File: src/rtl/rcfr_pkg.sv
// Package for the RC channel frame receiver: frame constants, payload type,
// queue status struct and the byte-wide CRC-8 (poly 0xD5) step.
// No dependencies.
`default_nettype none

package rcfr_pkg;

    localparam int unsigned FRAME_BYTES   = 26;
    localparam int unsigned PAYLOAD_BYTES = 22;
    localparam int unsigned HDR_BYTES     = 3;
    localparam int unsigned CRC_BYTES     = FRAME_BYTES - 1;
    localparam int unsigned CHANNEL_COUNT = 16;
    localparam int unsigned CHANNEL_BITS  = 11;
    localparam int unsigned PAYLOAD_BITS  = PAYLOAD_BYTES * 8;

    localparam logic [7:0] FRAME_LEN_BYTE = 8'd24;
    localparam logic [7:0] FRAME_TYPE     = 8'h16;
    localparam logic [7:0] CRC_POLY       = 8'hD5;
    localparam logic [7:0] ADDR_RESET     = 8'hC8;

    // APB register map
    localparam logic [2:0] REG_SYNC_ADDRESS = 3'd0;

    typedef logic [PAYLOAD_BITS-1:0] payload_t;

    // Status of the frame queue seen by both sides
    typedef struct packed {
        logic full;
        logic empty;
    } fifo_stat_t;

    // One byte through the CRC-8, MSB first, no reflection
    function automatic logic [7:0] crc8_byte(input logic [7:0] crc_in,
                                             input logic [7:0] data);
        logic [7:0] c;
        c = crc_in ^ data;
        for (int b = 0; b < 8; b++)
        begin
            if (c[7])
                c = {c[6:0], 1'b0} ^ CRC_POLY;
            else
                c = {c[6:0], 1'b0};
        end
        return c;
    endfunction

endpackage

`default_nettype wire

File: src/rtl/rc_channel_frame_receiver.sv
// Top level of the RC channel frame receiver: APB register, front part,
// frame queue and channel emitter. Depends on rcfr_pkg and the rcfr_* modules.
//
// Takes one serial byte per transfer into a 26-byte window. A byte that does
// not fill the window is taken without a wait. The byte that fills it starts a
// check: the byte-serial CRC-8 unit walks the rotating window once round,
// then a decision state either queues the frame payload or drops the oldest
// byte, so the next byte is taken only after ST_CRC and ST_DECIDE, later when
// a good frame finds the queue full and the decision state waits for a free
// entry. While the sync is lost every byte triggers such a check. A valid
// frame gives sixteen channel transfers, one per cycle when the output is not
// stalled; a two-frame queue lets the front keep taking bytes while channels
// drain. sync_address sits at APB address 0 (reset 0xC8).
`default_nettype none

module rc_channel_frame_receiver
    import rcfr_pkg::*;
(
    input  wire logic        clk,
    input  wire logic        rst_n,
    // APB configuration
    input  wire logic        psel,
    input  wire logic        penable,
    input  wire logic        pwrite,
    input  wire logic [2:0]  paddr,
    input  wire logic [31:0] pwdata,
    output logic [31:0]      prdata,
    output logic             pready,
    // byte input
    input  wire logic        in_valid,
    output logic             in_ready,
    input  wire logic [7:0]  rx_byte,
    // channel output
    output logic             out_valid,
    input  wire logic        out_ready,
    output logic [3:0]       channel_index,
    output logic [10:0]      channel_value,
    output logic             last_channel
);

    logic [7:0] sync_reg;
    logic       push;
    logic       pop;
    payload_t   push_data;
    payload_t   pop_data;
    fifo_stat_t fifo_stat;

    // Register access
    assign pready = 1'b1;
    assign prdata = (paddr == REG_SYNC_ADDRESS) ? {24'd0, sync_reg} : 32'd0;

    always_ff @(posedge clk or negedge rst_n)
    begin
        if (!rst_n)
            sync_reg <= ADDR_RESET;
        else if (psel && penable && pwrite && (paddr[2] == REG_SYNC_ADDRESS[2]))
            sync_reg <= pwdata[7:0];
    end

    rcfr_frame_front u_front (
        .clk          (clk),
        .rst_n        (rst_n),
        .sync_address (sync_reg),
        .in_valid     (in_valid),
        .in_ready     (in_ready),
        .rx_byte      (rx_byte),
        .fifo_stat    (fifo_stat),
        .push         (push),
        .push_data    (push_data)
    );

    rcfr_payload_fifo u_fifo (
        .clk       (clk),
        .rst_n     (rst_n),
        .push      (push),
        .push_data (push_data),
        .pop       (pop),
        .pop_data  (pop_data),
        .stat      (fifo_stat)
    );

    rcfr_channel_emitter u_emitter (
        .clk           (clk),
        .rst_n         (rst_n),
        .fifo_stat     (fifo_stat),
        .pop_data      (pop_data),
        .pop           (pop),
        .out_valid     (out_valid),
        .out_ready     (out_ready),
        .channel_index (channel_index),
        .channel_value (channel_value),
        .last_channel  (last_channel)
    );

endmodule

`default_nettype wire

File: src/rtl/rcfr_frame_front.sv
// Front part: byte window with fill count, serial CRC check and frame decision.
// Pushes the 22 payload bytes of each valid frame into the frame queue.
// Depends on rcfr_pkg.
`default_nettype none

module rcfr_frame_front
    import rcfr_pkg::*;
(
    input  wire logic       clk,
    input  wire logic       rst_n,
    input  wire logic [7:0] sync_address,
    input  wire logic       in_valid,
    output logic            in_ready,
    input  wire logic [7:0] rx_byte,
    input  wire fifo_stat_t fifo_stat,
    output logic            push,
    output payload_t        push_data
);

    typedef enum logic [1:0] {
        ST_IDLE,
        ST_CRC,
        ST_DECIDE
    } state_t;

    state_t     state_reg, state_next;
    logic [4:0] fill_reg, fill_next;
    logic [4:0] cnt_reg, cnt_next;
    logic [7:0] crc_reg, crc_next;
    logic [7:0] win_reg [FRAME_BYTES];
    logic [7:0] win_next [FRAME_BYTES];
    logic       frame_ok;

    // Header and CRC compare against the restored window
    assign frame_ok = (win_reg[0] == sync_address) && (win_reg[1] == FRAME_LEN_BYTE) &&
                      (win_reg[2] == FRAME_TYPE) && (crc_reg == win_reg[FRAME_BYTES-1]);

    // Payload bytes, LSB of the first payload byte at bit 0
    always_comb
    begin
        for (int i = 0; i < PAYLOAD_BYTES; i++)
            push_data[8*i +: 8] = win_reg[HDR_BYTES + i];
    end

    assign in_ready = (state_reg == ST_IDLE);

    // Next-state logic
    always_comb
    begin
        state_next = state_reg;
        fill_next  = fill_reg;
        cnt_next   = cnt_reg;
        crc_next   = crc_reg;
        win_next   = win_reg;
        push       = 1'b0;
        case (state_reg)
            ST_IDLE:
            begin
                if (in_valid && (fill_reg < 5'(FRAME_BYTES)))
                begin
                    win_next[fill_reg] = rx_byte;
                    fill_next = fill_reg + 5'd1;
                    if (fill_reg == 5'(FRAME_BYTES - 1))
                    begin
                        state_next = ST_CRC;
                        cnt_next   = 5'd0;
                        crc_next   = 8'd0;
                    end
                end
            end
            ST_CRC:
            begin
                // rotate the whole window once round, feeding the oldest byte
                for (int i = 0; i < FRAME_BYTES - 1; i++)
                    win_next[i] = win_reg[i+1];
                win_next[FRAME_BYTES-1] = win_reg[0];
                if (cnt_reg < 5'(CRC_BYTES))
                    crc_next = crc8_byte(crc_reg, win_reg[0]);
                cnt_next = cnt_reg + 5'd1;
                if (cnt_reg == 5'(FRAME_BYTES - 1))
                    state_next = ST_DECIDE;
            end
            ST_DECIDE:
            begin
                if (frame_ok)
                begin
                    if (!fifo_stat.full)
                    begin
                        push       = 1'b1;
                        fill_next  = 5'd0;
                        state_next = ST_IDLE;
                    end
                end
                else
                begin
                    // drop the oldest byte
                    for (int i = 0; i < FRAME_BYTES - 1; i++)
                        win_next[i] = win_reg[i+1];
                    fill_next  = 5'(FRAME_BYTES - 1);
                    state_next = ST_IDLE;
                end
            end
            default:
            begin
                state_next = ST_IDLE;
            end
        endcase
    end

    // Control state
    always_ff @(posedge clk or negedge rst_n)
    begin
        if (!rst_n)
        begin
            state_reg <= ST_IDLE;
            fill_reg  <= 5'd0;
            cnt_reg   <= 5'd0;
            crc_reg   <= 8'd0;
        end
        else
        begin
            state_reg <= state_next;
            fill_reg  <= fill_next;
            cnt_reg   <= cnt_next;
            crc_reg   <= crc_next;
        end
    end

    // Byte window
    always_ff @(posedge clk)
    begin
        win_reg <= win_next;
    end

endmodule

`default_nettype wire

File: src/rtl/rcfr_payload_fifo.sv
// Two-entry queue of frame payloads between the front and back parts.
// Depends on rcfr_pkg.
`default_nettype none

module rcfr_payload_fifo
    import rcfr_pkg::*;
(
    input  wire logic     clk,
    input  wire logic     rst_n,
    input  wire logic     push,
    input  wire payload_t push_data,
    input  wire logic     pop,
    output payload_t      pop_data,
    output fifo_stat_t    stat
);

    payload_t   mem_reg [2];
    logic       wr_ptr_reg, wr_ptr_next;
    logic       rd_ptr_reg, rd_ptr_next;
    logic [1:0] count_reg, count_next;

    assign stat.full  = (count_reg == 2'd2);
    assign stat.empty = (count_reg == 2'd0);
    assign pop_data   = mem_reg[rd_ptr_reg];

    // Pointer and occupancy update
    always_comb
    begin
        wr_ptr_next = wr_ptr_reg;
        rd_ptr_next = rd_ptr_reg;
        count_next  = count_reg;
        if (push)
        begin
            wr_ptr_next = ~wr_ptr_reg;
            count_next  = count_next + 2'd1;
        end
        if (pop)
        begin
            rd_ptr_next = ~rd_ptr_reg;
            count_next  = count_next - 2'd1;
        end
    end

    always_ff @(posedge clk or negedge rst_n)
    begin
        if (!rst_n)
        begin
            wr_ptr_reg <= 1'b0;
            rd_ptr_reg <= 1'b0;
            count_reg  <= 2'd0;
        end
        else
        begin
            wr_ptr_reg <= wr_ptr_next;
            rd_ptr_reg <= rd_ptr_next;
            count_reg  <= count_next;
        end
    end

    // Storage
    always_ff @(posedge clk)
    begin
        if (push)
            mem_reg[wr_ptr_reg] <= push_data;
    end

endmodule

`default_nettype wire

File: src/rtl/rcfr_channel_emitter.sv
// Back part: unpacks one queued payload into sixteen 11-bit channel transfers
// through an output register. Depends on rcfr_pkg.
`default_nettype none

module rcfr_channel_emitter
    import rcfr_pkg::*;
(
    input  wire logic        clk,
    input  wire logic        rst_n,
    input  wire fifo_stat_t  fifo_stat,
    input  wire payload_t    pop_data,
    output logic             pop,
    output logic             out_valid,
    input  wire logic        out_ready,
    output logic [3:0]       channel_index,
    output logic [10:0]      channel_value,
    output logic             last_channel
);

    logic       active_reg, active_next;
    logic [3:0] cnt_reg, cnt_next;
    payload_t   sh_reg, sh_next;
    logic       valid_reg, valid_next;
    logic [3:0] index_reg, index_next;
    logic [10:0] value_reg, value_next;
    logic       last_reg, last_next;

    assign pop           = !active_reg && !fifo_stat.empty;
    assign out_valid     = valid_reg;
    assign channel_index = index_reg;
    assign channel_value = value_reg;
    assign last_channel  = last_reg;

    // Load a frame, then shift one channel out per free output slot
    always_comb
    begin
        active_next = active_reg;
        cnt_next    = cnt_reg;
        sh_next     = sh_reg;
        valid_next  = valid_reg;
        index_next  = index_reg;
        value_next  = value_reg;
        last_next   = last_reg;
        if (valid_reg && out_ready)
            valid_next = 1'b0;
        if (pop)
        begin
            active_next = 1'b1;
            cnt_next    = 4'd0;
            sh_next     = pop_data;
        end
        else if (active_reg && (!valid_reg || out_ready))
        begin
            valid_next = 1'b1;
            index_next = cnt_reg;
            value_next = sh_reg[CHANNEL_BITS-1:0];
            last_next  = (cnt_reg == 4'(CHANNEL_COUNT - 1));
            sh_next    = sh_reg >> CHANNEL_BITS;
            cnt_next   = cnt_reg + 4'd1;
            if (cnt_reg == 4'(CHANNEL_COUNT - 1))
                active_next = 1'b0;
        end
    end

    always_ff @(posedge clk or negedge rst_n)
    begin
        if (!rst_n)
        begin
            active_reg <= 1'b0;
            cnt_reg    <= 4'd0;
            valid_reg  <= 1'b0;
        end
        else
        begin
            active_reg <= active_next;
            cnt_reg    <= cnt_next;
            valid_reg  <= valid_next;
        end
    end

    // Payload path
    always_ff @(posedge clk)
    begin
        sh_reg    <= sh_next;
        index_reg <= index_next;
        value_reg <= value_next;
        last_reg  <= last_next;
    end

endmodule

`default_nettype wire
File: config.mk
export PLATFORM = sky130hd
export DESIGN_NAME = rc_channel_frame_receiver
export DESIGN_NICKNAME = d
export VERILOG_FILES = /design/src/rtl/rcfr_pkg.sv /design/src/rtl/rc_channel_frame_receiver.sv /design/src/rtl/rcfr_frame_front.sv /design/src/rtl/rcfr_payload_fifo.sv /design/src/rtl/rcfr_channel_emitter.sv
export SDC_FILE = /design/constraint.sdc
export NUM_CORES = 1
export LEC_CHECK = 0
export BUFFER_PORTS_ARGS = -buffer_cell sky130_fd_sc_hd__buf_2
export CORE_MARGIN = 2
export CORE_UTILIZATION = 40
export DETAILED_ROUTE_END_ITERATION = 8
export PLACE_DENSITY = 0.67
export SETUP_SLACK_MARGIN = 0.5
export SYNTH_ARGS = -nofsm -noshare
export SYNTH_HDL_FRONTEND = slang
export SYNTH_SLANG_ARGS = --single-unit
File: constraint.sdc
create_clock -name clk -period 10.1 [get_ports clk]
set_input_delay 1.515 -clock clk [delete_from_list [all_inputs] [get_ports clk]]
set_output_delay 1.515 -clock clk [all_outputs]
set_load 0.005 [all_outputs]
## Word level (Yosys, flattened, before mapping)

Memories as Yosys holds them, arrays and structs flattened.
Index checks and enable logic that the tools add are counted.

- Bitwise operators: 14
- Order comparisons: 4
- Mux-type cells: 64
- Reduce and logical (&&, ||, !) cells: 31
- Add/sub/neg operators: 5
- Eq/ne operators: 16

Operators with widths:

| operator | count |
|---|---|
| $pmux W200 S3 | 1 |
| $mux W176 | 2 |
| $mux W8 | 27 |
| $bwmux W208 | 1 |
| $mux W208 | 1 |
| $mux W200 | 1 |
| $demux W8 S5 | 1 |
| $not A5 Y5 | 8 |
| $pmux W8 S2 | 2 |
| $mux W5 | 5 |
| $pmux W5 S2 | 2 |
| $eq A8 B5 Y1 const B | 2 |
| $eq A8 B8 Y1 | 2 |
| $mux W2 | 7 |
| $logic_and A1 B1 Y1 | 11 |
| $mux W1 | 11 |
| $add A5 B1 Y5 const B | 2 |
| $eq A5 B5 Y1 const B | 2 |
| $lt A5 B5 Y1 const B | 2 |
| $reduce_and A3 Y1 | 3 |
| $mux W4 | 2 |
| $ne A2 B1 Y1 const B | 4 |
| $reduce_and A4 Y1 | 2 |
| $reduce_bool A2 Y1 | 4 |
| other kinds (20) | 29 |

- Flip-flop bits (word level): 438
- Word-level logic and storage cells: 176
- Memories: 1
- RAM bits: 352
- Input bits: 50
- Output and inout port bits: 51

Memory list:

| name | depth | width | read ports | clocked after memory_dff | write ports | line | RTL |
|---|---|---|---|---|---|---|---|
| u_fifo.mem_reg | 2 | 176 | 1 | 0 | 1 | rcfr_payload_fifo.sv:17 | `payload_t mem_reg [2];` |

## Depth between registers and ports, before layout

- Word-level depth: 33
- Depth in mapped cells: 9
- Gate-level depth less buffers: 8

## Modules after synthesis

Synthesis repeated with hierarchy kept, for this count alone.

- Cell total of the unflattened synthesis: 2419
- Area, all modules: 34131.5 um^2

By module, submodules not included:

| module | sequential area each (um^2) | instances | cells an instance | area each (um^2) |
|---|---|---|---|---|
| rcfr_payload_fifo | 10670.2 | 1 | 570 | 13467.9 |
| rcfr_frame_front | 6746.5 | 1 | 1031 | 11813.8 |
| rcfr_channel_emitter | 5915.7 | 1 | 765 | 8271.7 |
| rc_channel_frame_receiver | 203.9 | 1 | 53 | 578.1 |

## Least setup slack after synthesis

No wires, ideal clock.

- Path kind: register to register
- From: reg u_front.win_reg[198] in the netlist's numbering
- To: mem u_fifo.mem_reg[0][0] in the netlist's numbering, enable pin
- Data required time: 9.364 ns
- Path slack: 0.024 ns
- Arrival time: 9.340 ns
- Clock period less this slack: 10.076 ns
- Setup time: 0.736 ns
- Cell stages (with the launch flop): 7
- Path buffers: 1
- Cells stage by stage: edfxtp_1 nor4b_1 nand4_1 nor4_1 and4b_1 clkbuf_1 nor2b_1

- Word-level cells in the longest chain between the ends: 8

Ends and longest elaborated chain:

| element | line | RTL |
|---|---|---|
| from (decl) | rcfr_frame_front.sv:30 | `logic [7:0] win_reg [FRAME_BYTES];` |
| from (signal assigned) | rcfr_frame_front.sv:132 | `win_reg <= win_next;` |
| $eq A8 B5 Y1 | rcfr_frame_front.sv:35 | `assign frame_ok = (win_reg[0] == sync_address) && (win_reg[1] == FRAME_LEN_BYTE) &&` |
| $logic_and A1 B1 Y1 (2 in series) | rcfr_frame_front.sv:35 |  |
| $logic_and A1 B1 Y1 | rcfr_frame_front.sv:36 | `(win_reg[2] == FRAME_TYPE) && (crc_reg == win_reg[FRAME_BYTES-1]);` |
| $mux W1 | rcfr_frame_front.sv:85 | `if (frame_ok)` |
| $mux W1 | rcfr_frame_front.sv:56 | `case (state_reg)` |
| $mux W1 | rcfr_payload_fifo.sv:63 | `if (push)` |
| $mux W1 (not written as such) | rcfr_payload_fifo.sv:64 | `mem_reg[wr_ptr_reg] <= push_data;` |
| to (decl) | rcfr_payload_fifo.sv:17 |  |

No other way between the ends.

## Worst setup path in the final report

- From: reg u_front.win_reg[198] in the netlist's numbering
- To: mem u_fifo.mem_reg[1][34] in the netlist's numbering, enable pin

The elaborated chain is that of the path after synthesis.

==> impl_metrics.ini <==
[finish]
largest_reg_flops = 352
ff_latch_area_um2 = 23500
mostFrequentLayoutCells = edfxtp_1, nand2_1, o21ai_0
nets = 2159
area_delta_synth_final_pct = 12.4
nFillCells = 6779
stdcell_area_um2 = 35300
multi_input_area_um2 = 7290
mostFrequentLayoutCell = edfxtp_1
drive_above_1_share = 0.103
fin_cells = 3201

[grt]
grt_pass1_wl_um = 101000
grt_max_degree = 174
globalRouteMet3Util = 0.0269
antenna_found_initial = 0
busiest_layer = met2
gr-usage-all-layers = 0.159
grtUsageMet2 = 0.262
met1_usage = 0.217
grt_pass1_vias = 17200
overflow = 0

[clock_tree]
cts_tree = done
cts-hold-fix-buffers = 0
cts.repair.resized = 0
post_cts_buffers = 0
root_buffer = clkbuf_16
cts_buffers = 79
clkSinkCount = 790
clk_latency_ns = 0.62
clk_pin_slew_worst_paths_ns = 0.06
clock_path_buffers = 3
htreeDepth = 3

[setup_path]
worstPathArrival_ns = 4.28
worstSetupPathType = flop to flop
reg2reg_slack_ns = 6.06
cp_max_fo = 62
critPathCaptureType = flop
crit_family = simple AND/OR/NAND/NOR gates
startpoint_type = flop
critPathSlowestCell = buf_4
critPathBufInv = 1
critPathMaxStageDelay_ns = 0.87
cp_cell_sequence = nor4b_1 > nand4_1 > nor4_1 > and4b_1 > and2_4 > buf_4
cp.required_ns = 10.33

[power_and_ir_drop]
p_int_mw = 6.81
p_seq_frac = 0.503
switching_power_mw = 2.69
p_sw_frac = 0.283
leakage_nw = 11.7
clkPwrFrac = 0.310
power_density_nw_per_um2 = 269
comb_power_share = 0.187
vdd_drop_max_uv = 242

[outcome]
status = finished clean

[logic_synthesis]
yosysSeqAreaShare = 0.750
synthXorXnorAreaFrac = 0.0153
synth_top_family_by_area = compound AO/OA/AOI/OAI gates
synthArstFlopShare = 0.0481
synth_edf_count = 752
ys_seq_elements = 790
ys_warn_count = 0
synth_area_um2 = 31400
synth-compound-area-share = 0.0888
netlist_top_cells_area = edfxtp_1, mux2i_1, o21ai_0
syn_area_per_cell_um2 = 15.2
synthSimpleGateAreaFrac = 0.0575
synth_top_area_frac = 0.719
postSynthCellCount = 2063
synth_cell_types = 57
ys.flop_type = edfxtp_1
synth_mux_area_frac = 0.0607
synth_area_leader_cell = edfxtp_1
synth_adder_area_share = 0.00518

[routing]
drt_iter0_markers = 1365
remaining_drc_errors = 0
drtPass1Iterations = 5
vias = 17100
antenna_left = 0
wl_um = 65300
wl_per_cell_um = 20.4
viasPerCell = 5.34

[sta]
rsz0062_at_grt = false
finalMaxSlewViolations = 0
skew_ns = 0.0309
finalSetupViolCount = 0
finalCritPeriodShare = 0.400
slew_headroom = 0.166
worst_slack_ns = 6.06
tns_ns = 0
worst_pin_slew_ns = 1.24
timing.fmax_mhz = 247
period_minus_slack_ns = 4.04
hold_viol = 0

[floorplanning]
initial_core_util = 0.405
die-width_um = 284
core_area_um2 = 77600
placementRows = 102
ios = 101
dieArea_um2 = 80700
die_y_um = 284

[place]
io_buffer_count = 51
hpwlAfterDp_um = 38700
dp_slack_ns = 5.57
dpl_cell_area_um2 = 32700
gp_congestion = 0.850
dp.cells = 3055

[job]
timing.max_cap.violations = 0

[min_path]
hp-class = flop to flop
power groups by stage:
stage	Sequential, mW	Combinational (mW)	Clock (mW)
global placement	4.81	1.71	0
finish	4.77	1.78	2.94
detailed placement	4.83	1.76	0
CTS	4.77	1.77	2.99
global route	4.83	1.95	3.11
floorplan	4.72	1.27	0
worst register-to-register path, delay by kind of cell, from the launching register on:
kind / cells / cell delay, ns
buffers and inverters: 1 / 0.92
DFF: 1 / 0.38
and+or+nand+nor: 5 / 2.33
layout make-up:
cell class / count / share of cell area
multi-input combinational: 1133 / 0.207
tap: 1040 / 0.0369
clock inverter: 40 / 0.0116
sequential: 790 / 0.667
clock buffer: 104 / 0.0626
timing repair buffer: 77 / 0.0135
antenna: 2 / 0.000142
inverter: 15 / 0.00160
worst paths after layout:
kind | start | to | cells past startpoint
hold reg to reg | u_emitter.sh_reg[3]$_DFFE_PP_ | u_emitter.channel_value[3]$_DFFE_PP_ | 0
min in group asynchronous | rst_n | u_front.crc_reg[1]$_DFFE_PN0P_ | 1
setup / recovery | u_front.win_reg[198]$_DFFE_PP_ | u_fifo.mem_reg[1][34]$_DFFE_PP_ | 6
hold / removal | u_emitter.sh_reg[3]$_DFFE_PP_ | u_emitter.channel_value[3]$_DFFE_PP_ | 0
setup reg to reg | u_front.win_reg[198]$_DFFE_PP_ | u_fifo.mem_reg[1][34]$_DFFE_PP_ | 6
max in group asynchronous | rst_n | u_fifo.rd_ptr_reg$_DFFE_PN0P_ | 1
per-layer routing:
| metal | share of wire | wire length (µm) | vias up |
|---|---|---|---|
| met3 | 0.060 | 3920 | 90 |
| met1 | 0.44 | 28400 | 8627 |
| met5 | 0 | 0 | - |
| li1 | - | - | 7812 |
| met2 | 0.48 | 31700 | 574 |
| met4 | 0.020 | 1330 | 0 |
cells in the mapped netlist (3+ instances only):
library cell  number
edfxtp_1         752
nand2_1          264
o21ai_0          237
mux2i_1          179
a22o_1           121
clkbuf_1         108
nor2_1            57
a21oi_1           38
dfrtp_1           35
xnor2_1           28
buf_4             26
nand3_1           17
and2_1            15
inv_1             15
nor3_1            15
o21a_1            14
buf_1             13
ha_1              13
nor2b_1           13
xor2_1            13
mux2_2            10
nand2b_1          10
a21boi_0           8
nor4_1             7
nand4_1            5
a211oi_1           3
and3_1             3
dfstp_2            3
nand4b_1           3
o22ai_1            3
stage by stage:
step	util	hold slack, ns	power, mW
after floorplan	-	0.400	5.98
after global placement	0.421	0.405	6.52
after detailed placement	0.421	0.407	6.59
after CTS	0.455	0.414	9.54
after global routing	0.455	0.416	9.89
final	0.455	0.413	9.50
cells by family (layout without fill, tap and decap cells):
family | Yosys count | count (layout)
DFF | 790 | 790
AOI/OAI and AO/OA | 441 | 441
and+or+nand+nor | 418 | 418
muxes | 189 | 189
buffers and inverters | 163 | 236
xor gates and xnor gates | 47 | 47
adders and majority gates | 13 | 13
other | 2 | 27
(Power assumes the default switching activity.)
